**src/rtl/bkdc_pkg.sv**
```systemverilog
// Package for the base-k digit converter: field widths, register indexes
// and reset values. No dependencies.
`default_nettype none

package bkdc_pkg;

    // Field and register widths.
    localparam int VALUE_W   = 32;
    localparam int DIGIT_W   = 16;
    localparam int COUNT_W   = 6;
    localparam int CFG_IDX_W = 1;

    // Default depth of the digit store.
    localparam int MAX_DIGITS_DEF = 32;

    // Configuration register indexes.
    localparam logic [CFG_IDX_W-1:0] CFG_RADIX = 1'b0;
    localparam logic [CFG_IDX_W-1:0] CFG_COUNT = 1'b1;

    // Register reset values.
    localparam logic [DIGIT_W-1:0] RADIX_RST = 16'd2;
    localparam logic [COUNT_W-1:0] COUNT_RST = 6'd32;

    // Status handed from the divider to the sequencer.
    typedef struct packed {
        logic               done;
        logic [VALUE_W-1:0] quotient;
        logic [DIGIT_W-1:0] remainder;
    } t_div_stat;

endpackage

`default_nettype wire

```
**src/rtl/base_k_digit_conversion.sv**
```systemverilog
// Top level of the base-k digit converter: configuration registers, the
// digit sequencer, the shared divider and the digit store.
// Depends on bkdc_pkg, bkdc_div and bkdc_ram.
//
//  Channel  Direction  Handshake            Payload
//  input    in         i_valid / o_ready    i_value[31:0]
//  output   out        o_valid / i_ready    o_digit[15:0], o_last
//  config   in         i_cfg_we             i_cfg_addr[0], i_cfg_data[15:0]
//
// For a value with an effective digit count n, the shared bit-serial divider
// produces the n digits one after another (32 quotient bits each, plus the
// write of the remainder into the store); each digit is then read back from
// the store, most significant first, and offered.
// Reset is synchronous and active low; the store needs no clearing.
// A stalled receiver holds the sequencer; no new value is taken until the
// last digit of the run has been transferred.
`default_nettype none

module base_k_digit_conversion #(
    parameter int MAX_DIGITS = bkdc_pkg::MAX_DIGITS_DEF
) (
    input  wire logic                           i_clk,
    input  wire logic                           i_rst_n,
    input  wire logic                           i_valid,
    output logic                                o_ready,
    input  wire logic [bkdc_pkg::VALUE_W-1:0]   i_value,
    output logic                                o_valid,
    input  wire logic                           i_ready,
    output logic      [bkdc_pkg::DIGIT_W-1:0]   o_digit,
    output logic                                o_last,
    input  wire logic                           i_cfg_we,
    input  wire logic [bkdc_pkg::CFG_IDX_W-1:0] i_cfg_addr,
    input  wire logic [bkdc_pkg::DIGIT_W-1:0]   i_cfg_data
);

    import bkdc_pkg::*;

    localparam int AW = (MAX_DIGITS > 1) ? $clog2(MAX_DIGITS) : 1;
    localparam int CW = $clog2(MAX_DIGITS + 1);
    localparam int NW = COUNT_W + 1;

    typedef enum logic [3:0] {
        S_IDLE = 4'b0001,
        S_DIV  = 4'b0010,
        S_RD   = 4'b0100,
        S_OUT  = 4'b1000
    } t_state;

    t_state             r_state, n_state;
    logic [DIGIT_W-1:0] r_radix;
    logic [COUNT_W-1:0] r_count;
    logic [DIGIT_W-1:0] r_k, n_k;
    logic [CW-1:0]      r_n, n_n;
    logic [CW-1:0]      r_pos, n_pos;
    logic [DIGIT_W-1:0] eff_radix;
    logic [NW-1:0]      eff_count;
    logic [CW-1:0]      pos_inc;
    logic               accept;
    logic               div_start;
    logic [VALUE_W-1:0] div_dividend;
    logic [DIGIT_W-1:0] div_divisor;
    t_div_stat          div_stat;
    logic               ram_we;
    logic               ram_re;

    // Configuration writes.
    always_ff @(posedge i_clk) begin
        if (!i_rst_n) begin
            r_radix <= RADIX_RST;
            r_count <= COUNT_RST;
        end else if (i_cfg_we) begin
            unique case (i_cfg_addr)
                CFG_RADIX: r_radix <= i_cfg_data;
                CFG_COUNT: r_count <= i_cfg_data[COUNT_W-1:0];
                default:   ;
            endcase
        end
    end

    // Bases below two act as two; the digit count is clamped to 1..MAX_DIGITS.
    assign eff_radix = (r_radix[DIGIT_W-1:1] == '0) ? RADIX_RST : r_radix;

    always_comb begin
        if (r_count == '0) begin
            eff_count = NW'(1);
        end else if ({1'b0, r_count} > NW'(MAX_DIGITS)) begin
            eff_count = NW'(MAX_DIGITS);
        end else begin
            eff_count = {1'b0, r_count};
        end
    end

    assign accept  = (r_state == S_IDLE) && i_valid;
    assign pos_inc = r_pos + 1'b1;

    // Sequencer: divide digit by digit, then read the store back top down.
    always_comb begin
        n_state      = r_state;
        n_k          = r_k;
        n_n          = r_n;
        n_pos        = r_pos;
        div_start    = 1'b0;
        div_dividend = div_stat.quotient;
        div_divisor  = r_k;
        ram_we       = 1'b0;
        ram_re       = 1'b0;
        unique case (r_state)
            S_IDLE: begin
                if (accept) begin
                    n_k          = eff_radix;
                    n_n          = CW'(eff_count);
                    n_pos        = '0;
                    div_start    = 1'b1;
                    div_dividend = i_value;
                    div_divisor  = eff_radix;
                    n_state      = S_DIV;
                end
            end
            S_DIV: begin
                if (div_stat.done) begin
                    ram_we = 1'b1;
                    if (pos_inc == r_n) begin
                        n_pos   = r_pos;
                        n_state = S_RD;
                    end else begin
                        n_pos     = pos_inc;
                        div_start = 1'b1;
                    end
                end
            end
            S_RD: begin
                ram_re  = 1'b1;
                n_state = S_OUT;
            end
            S_OUT: begin
                if (i_ready) begin
                    if (r_pos == '0) begin
                        n_state = S_IDLE;
                    end else begin
                        n_pos   = r_pos - 1'b1;
                        n_state = S_RD;
                    end
                end
            end
            default: n_state = S_IDLE;
        endcase
    end

    always_ff @(posedge i_clk) begin
        if (!i_rst_n) begin
            r_state <= S_IDLE;
            r_pos   <= '0;
            r_n     <= '0;
            r_k     <= RADIX_RST;
        end else begin
            r_state <= n_state;
            r_pos   <= n_pos;
            r_n     <= n_n;
            r_k     <= n_k;
        end
    end

    // Shared divider.
    bkdc_div u_div (
        .i_clk      (i_clk),
        .i_rst_n    (i_rst_n),
        .i_start    (div_start),
        .i_dividend (div_dividend),
        .i_divisor  (div_divisor),
        .o_stat     (div_stat)
    );

    // Digit store, least significant digit at address zero.
    bkdc_ram #(
        .WIDTH (DIGIT_W),
        .DEPTH (MAX_DIGITS)
    ) u_store (
        .i_clk   (i_clk),
        .i_we    (ram_we),
        .i_waddr (r_pos[AW-1:0]),
        .i_wdata (div_stat.remainder),
        .i_re    (ram_re),
        .i_raddr (r_pos[AW-1:0]),
        .o_rdata (o_digit)
    );

    // The store's read register doubles as the output register.
    assign o_ready = (r_state == S_IDLE);
    assign o_valid = (r_state == S_OUT);
    assign o_last  = (r_pos == '0);

endmodule

`default_nettype wire

```
**src/rtl/bkdc_ram.sv**
```systemverilog
// Generic single-write, single-read RAM with a registered read port.
// No dependencies.
`default_nettype none

module bkdc_ram #(
    parameter int WIDTH = 16,
    parameter int DEPTH = 32,
    parameter int AW    = (DEPTH > 1) ? $clog2(DEPTH) : 1
) (
    input  wire logic             i_clk,
    input  wire logic             i_we,
    input  wire logic [AW-1:0]    i_waddr,
    input  wire logic [WIDTH-1:0] i_wdata,
    input  wire logic             i_re,
    input  wire logic [AW-1:0]    i_raddr,
    output logic      [WIDTH-1:0] o_rdata
);

    logic [WIDTH-1:0] r_mem [DEPTH];

    // Write port.
    always_ff @(posedge i_clk) begin
        if (i_we) begin
            r_mem[i_waddr] <= i_wdata;
        end
    end

    // Registered read; the data holds while no read is issued.
    always_ff @(posedge i_clk) begin
        if (i_re) begin
            o_rdata <= r_mem[i_raddr];
        end
    end

endmodule

`default_nettype wire

```
**src/rtl/bkdc_div.sv**
```systemverilog
// Iterative restoring divider: 32-bit dividend by 16-bit divisor, one
// quotient bit per cycle. Depends on bkdc_pkg.
`default_nettype none

module bkdc_div (
    input  wire logic                          i_clk,
    input  wire logic                          i_rst_n,
    input  wire logic                          i_start,
    input  wire logic [bkdc_pkg::VALUE_W-1:0]  i_dividend,
    input  wire logic [bkdc_pkg::DIGIT_W-1:0]  i_divisor,
    output bkdc_pkg::t_div_stat                o_stat
);

    import bkdc_pkg::*;

    localparam int CNT_W = $clog2(VALUE_W);

    logic               r_busy, n_busy;
    logic               r_done, n_done;
    logic [CNT_W-1:0]   r_cnt, n_cnt;
    logic [VALUE_W-1:0] r_q, n_q;
    logic [DIGIT_W-1:0] r_rem, n_rem;
    logic [DIGIT_W-1:0] r_div, n_div;
    logic [DIGIT_W:0]   shifted;
    logic [DIGIT_W:0]   diff;
    logic               ge;

    // One restoring step: shift in the next dividend bit, trial subtract.
    assign shifted = {r_rem, r_q[VALUE_W-1]};
    assign diff    = shifted - {1'b0, r_div};
    assign ge      = (shifted >= {1'b0, r_div});

    always_comb begin
        n_busy = r_busy;
        n_done = 1'b0;
        n_cnt  = r_cnt;
        n_q    = r_q;
        n_rem  = r_rem;
        n_div  = r_div;
        if (i_start) begin
            n_busy = 1'b1;
            n_cnt  = '0;
            n_q    = i_dividend;
            n_rem  = '0;
            n_div  = i_divisor;
        end else if (r_busy) begin
            n_rem = ge ? diff[DIGIT_W-1:0] : shifted[DIGIT_W-1:0];
            n_q   = {r_q[VALUE_W-2:0], ge};
            n_cnt = r_cnt + 1'b1;
            if (r_cnt == CNT_W'(VALUE_W - 1)) begin
                n_busy = 1'b0;
                n_done = 1'b1;
            end
        end
    end

    // Control state.
    always_ff @(posedge i_clk) begin
        if (!i_rst_n) begin
            r_busy <= 1'b0;
            r_done <= 1'b0;
            r_cnt  <= '0;
        end else begin
            r_busy <= n_busy;
            r_done <= n_done;
            r_cnt  <= n_cnt;
        end
    end

    // Datapath.
    always_ff @(posedge i_clk) begin
        r_q   <= n_q;
        r_rem <= n_rem;
        r_div <= n_div;
    end

    assign o_stat.done      = r_done;
    assign o_stat.quotient  = r_q;
    assign o_stat.remainder = r_rem;

endmodule

`default_nettype wire

```
**config.mk**
```make
export PLATFORM = sky130hd
export DESIGN_NAME = base_k_digit_conversion
export DESIGN_NICKNAME = d
export VERILOG_FILES = /design/src/rtl/bkdc_pkg.sv /design/src/rtl/base_k_digit_conversion.sv /design/src/rtl/bkdc_ram.sv /design/src/rtl/bkdc_div.sv
export SDC_FILE = /design/constraint.sdc
export NUM_CORES = 1
export LEC_CHECK = 0
export BUFFER_PORTS_ARGS = -buffer_cell sky130_fd_sc_hd__buf_2
export CORE_ASPECT_RATIO = 0.75
export CORE_MARGIN = 2
export CORE_UTILIZATION = 35
export DETAILED_ROUTE_END_ITERATION = 7
export PLACE_DENSITY = 0.49
export SYNTH_ARGS = -nofsm -noshare
export SYNTH_HDL_FRONTEND = slang
export SYNTH_SLANG_ARGS = --single-unit
```
**constraint.sdc**
```tcl
create_clock -name i_clk -period 15.2 [get_ports i_clk]
set_input_delay 0.76 -clock i_clk [delete_from_list [all_inputs] [get_ports i_clk]]
set_output_delay 0.76 -clock i_clk [all_outputs]
set_load 0.01 [all_outputs]
```
==> PnR_summary.wiki <==
{| class="wikitable"
! Metric !! Value
|-
| Reg-to-Reg Start || r_pos[0]
|-
| Endpoint type of the worst setup path || flip-flop
|-
| Boundary Pins || 73
|-
| Kind of critical path || flip-flop to flip-flop
|-
| Number of cells traversed by the worst hold path || 3
|-
| Worst vdd ir || 0.0742 mV
|-
| Tot GR Track Use || 17.5%
|-
| Antenna violations before repair || 2
|-
| Max_slew headroom || 21.5%
|-
| Diode insertion count for antenna repair || 0
|-
| Detailed-router iteration count before antenna repair || 7
|-
| Clock power frac || roughly a third
|-
| Number of gates resized after CTS || 0
|-
| CP required || 15.52 ns
|-
| Initial core utilization || between 30% and 40%
|-
| Post-synth top area share || 66.4%
|-
| Primary FF master, synth || sky130_fd_sc_hd__edfxtp_1
|-
| Via density per instance || 5.29
|-
| Number of hold violations in the final report || 0
|-
| Max Fanout on Critical Path || 60
|-
| Post-synth net total || 1628
|-
| Cells after Synth || roughly 1600
|-
| Number of flops mapped to enable cells by yosys || 576
|-
| Clock root buffer || sky130_fd_sc_hd__clkbuf_16
|-
| Clock Path Buffers || 3
|-
| Capture endpoint of the worst hold path || r_radix[13]
|-
| Cell breakdown of the critical path || buf_4, inv_1, ha_1, xor2_1, nor2_1, and4_1, a21boi_1, nor2_4, buf_4, inv_2, o21ai_0
|-
| Congestion Overflow GR || 0
|-
| Pin count of the biggest net entering global routing || 61
|-
| Most area-consuming cells after synthesis || sky130_fd_sc_hd__edfxtp_1 66%, sky130_fd_sc_hd__mux4_2 11%, sky130_fd_sc_hd__dfxtp_1 5.9%
|-
| Most used cell along the critical path || sky130_fd_sc_hd__buf_4
|-
| Area grow syn2layout || 15.3%
|-
| Drt wl/cell || 24.6 um
|-
| First-pass GRT wire length || 97500 um
|-
| Worst-path clk slew || 0.06 ns
|-
| RR Endpoint || u_div.r_q[0]
|-
| Async SR Flop Fraction || 0%
|-
| FILL cells || 6688
|-
| Register share of total power || 47.1%
|-
| Startpoint of the worst hold path || i_cfg_data[13]
|-
| Delay of the slowest critical-path stage || around 0.83 ns
|-
| Library cell contributing the largest single delay on the critical path || sky130_fd_sc_hd__inv_2
|-
| Final Non-Filler Cells || 2695
|-
| Vias in the first global route || 14400
|-
| Fraction of final layout cells sized beyond drive strength 1 || 22.2%
|-
| Clock sink count || 653
|-
| Final design instance area without fill || 30000 um2
|-
| Sequential cell area fraction in the yosys report || 72.3%
|-
| Die X || 319 um
|-
| Fmax achieved || 212 MHz
|-
| Final antenna-violating net count || 0
|-
| # placed instances || 2567
|-
| Layout Nets || 1748
|-
| Die area || 76700 um2
|-
| Power per Cell Area || 160 nW/um2
|-
| CTS tree || yes
|-
| Commonest non-fill, non-tap cell in the layout || sky130_fd_sc_hd__edfxtp_1
|-
| Fin crit period || approximately 4.7 ns
|-
| Leakage || between 9 and 10 nW
|-
| Setup slack, reg-to-reg || 10.49 ns
|-
| Number of buffers inserted by port buffering || a little over 70
|-
| Post-detailed-placement half-perimeter wirelength || 39000 um
|-
| Number of core rows || 86
|-
| Clock latency on the worst-skew pair || 0.61 ns
|-
| Total wirelength of the detailed-routed design || 66300 um
|-
| Post-synthesis instance area || around 26000 um2
|-
| Max-cap violations || 0
|-
| Setup repair after global routing missed its margin || no
|-
| HP Class || primary input to flip-flop
|-
| Pint || 3.47 mW
|-
| Number of synthesized register bits || 653
|-
| Clock buffer count from CTS || 70
|-
| Via count of the routed design || 14300
|-
| Post-CTS Setup Repair Bufs || 0
|-
| Area post-placement || 27800 um2
|-
| Number of DRC markers after the initial detailed-route iteration || approximately 1300
|-
| Floorplan core area || 73600 um2
|-
| Result of the run || complete, no violations
|-
| Final number of max-transition violations || 0
|-
| Worst r2r path cells || 11
|-
| Hold-fix buffers at CTS || 0
|-
| Period utilization || 31.0%
|-
| Power share of the combinational group || 18.1%
|-
| DRC Markers || 0
|-
| Setup TNS || 0 ns
|-
| Startpoint type of the worst setup path || flip-flop
|-
| Count of different cell masters after synthesis || 70
|-
| Clk_skew || 0.0279 ns
|-
| Mean post-synth cell area || between 15 and 20 um2
|-
| Number of failing setup endpoints in the final timing report || 0
|-
| Final RePlAce weighted congestion || 0.787
|-
| Data arrival, critical path || 5.03 ns
|-
| Commonest non-fill, non-tap cells in the layout || 576 x sky130_fd_sc_hd__edfxtp_1, 186 x sky130_fd_sc_hd__nand2_1, 128 x sky130_fd_sc_hd__mux4_2
|-
| Share of the core filled with cells in the final layout || 40.8%
|-
| Yosys synthesis warning count || 0
|-
| Leading area contributor after synthesis || sky130_fd_sc_hd__edfxtp_1
|-
| Switching Fraction || 27.8%
|-
| Transition time at the pin with the least slew margin || 1.18 ns
|-
| Die Y || 240 um
|-
| Power dissipated by switching net loads || around 1.3 mW
|-
| H-Tree Level Count || 3
|}
[kinds of logic (layout without fill, tap and decap cells)]
logic type               count (synthesis)  count (layout)  synth area share, %
multiplexers                           140             140                 11.5
flip-flops                             653             653                 72.3
buffers and inverters                  112             288                 1.75
AO/OA/AOI/OAI                          210             210                 5.33
AND/OR/NAND/NOR                        388             388                 7.07
adder cells (fa/ha/maj)                 23              23                 1.13
XOR/XNOR                                25              25                0.893
[layer usage]
layer	up-vias	track usage (%)	part of all wire, %
met5	-	0	0
met2	364	26.2	44
met4	0	4.73	2.3
li1	6359	-	-
met1	7444	25.6	47
met3	102	3.93	6.3
[per-stage QoR]
stage / hold WS, ns / worst slack [ns] / total power [mW]
3_3_place_gp: 0.459 / 10.53 / 3.16
5_1_grt: 0.388 / 10.02 / 5.03
2_1_floorplan: 0.436 / 10.31 / 2.87
4_1_cts: 0.367 / 10.40 / 4.85
6_report: 0.406 / 10.49 / 4.80
3_5_place_dp: 0.458 / 10.37 / 3.17
[sequential cells by signal, indices dropped and copies added, names as in the netlist]
signal	count
u_div.r_done	1
u_div.r_div	16
u_store.r_mem	512
r_radix	16
u_div.r_cnt	5
u_div.r_busy	1
r_state	4
r_n	6
r_k	16
r_pos	6
r_count	6
u_div.r_q	32
u_div.r_rem	16
u_store.o_rdata	16
[critical path, delay by kind of cell, from the launching register on]
family                   cells  cell delay [ns]
buffers and inverters        4             2.09
AO/OA/AOI/OAI                2             0.79
flip-flops                   1             0.64
adder cells (fa/ha/maj)      1             0.38
AND/OR/NAND/NOR              3             0.29
XOR/XNOR                     1             0.16
[area by class of cell]
cell class | count | area (um2) | share of cell area [%]
Clock buffer | 98 | 1990 | 6.64
Clock inverter | 30 | 241 | 0.804
Inverter | 27 | 103 | 0.342
Multi-Input combinational cell | 786 | 6820 | 22.7
Sequential cell | 653 | 18800 | 62.8
Tap cell | 968 | 1210 | 4.03
Timing Repair Buffer | 133 | 818 | 2.72
[how the worst max path moves through the flow]
stage / startpoint / slack [ns] / to / depth (start not counted)
2_1_floorplan: r_pos[1] / 10.31 / u_div.r_q[0] / 10
3_3_place_gp: r_pos[0] / 10.53 / u_div.r_q[0] / 11
4_1_cts: r_pos[0] / 10.40 / u_div.r_q[0] / 11
6_report: r_pos[0] / 10.49 / u_div.r_q[0] / 11
3_5_place_dp: r_pos[0] / 10.37 / u_div.r_q[0] / 11
5_1_grt: r_pos[0] / 10.02 / u_div.r_q[0] / 11
[cells in the mapped netlist, types with 3 or more instances]
cell,number
sky130_fd_sc_hd__a211o_1,3
sky130_fd_sc_hd__a211oi_1,3
sky130_fd_sc_hd__a21o_1,5
sky130_fd_sc_hd__a21oi_1,62
sky130_fd_sc_hd__a22o_1,7
sky130_fd_sc_hd__a22oi_1,64
sky130_fd_sc_hd__a31oi_1,5
sky130_fd_sc_hd__and2_1,18
sky130_fd_sc_hd__and3_1,5
sky130_fd_sc_hd__buf_1,16
sky130_fd_sc_hd__buf_2,18
sky130_fd_sc_hd__clkbuf_1,49
sky130_fd_sc_hd__dfxtp_1,77
sky130_fd_sc_hd__edfxtp_1,576
sky130_fd_sc_hd__ha_1,22
sky130_fd_sc_hd__inv_1,24
sky130_fd_sc_hd__mux2i_1,12
sky130_fd_sc_hd__mux4_2,128
sky130_fd_sc_hd__nand2_1,186
sky130_fd_sc_hd__nand2b_1,8
sky130_fd_sc_hd__nand3_1,16
sky130_fd_sc_hd__nand3b_1,6
sky130_fd_sc_hd__nand4_1,20
sky130_fd_sc_hd__nor2_1,61
sky130_fd_sc_hd__nor2b_1,9
sky130_fd_sc_hd__nor3_1,20
sky130_fd_sc_hd__nor3b_1,11
sky130_fd_sc_hd__nor4_1,5
sky130_fd_sc_hd__o211ai_1,5
sky130_fd_sc_hd__o21ai_0,27
sky130_fd_sc_hd__o21bai_1,4
sky130_fd_sc_hd__o31ai_1,4
sky130_fd_sc_hd__or4_1,5
sky130_fd_sc_hd__xnor2_1,14
sky130_fd_sc_hd__xor2_1,10
[power by group through the flow]
stage	logic [mW]	clock network [mW]	registers, mW
global route	0.965	1.79	2.27
finish	0.870	1.67	2.26
global placement	0.856	0	2.30
CTS	0.877	1.71	2.26
floorplan	0.497	0	2.38
detailed placement	0.874	0	2.30
(Power assumes the default switching activity.)
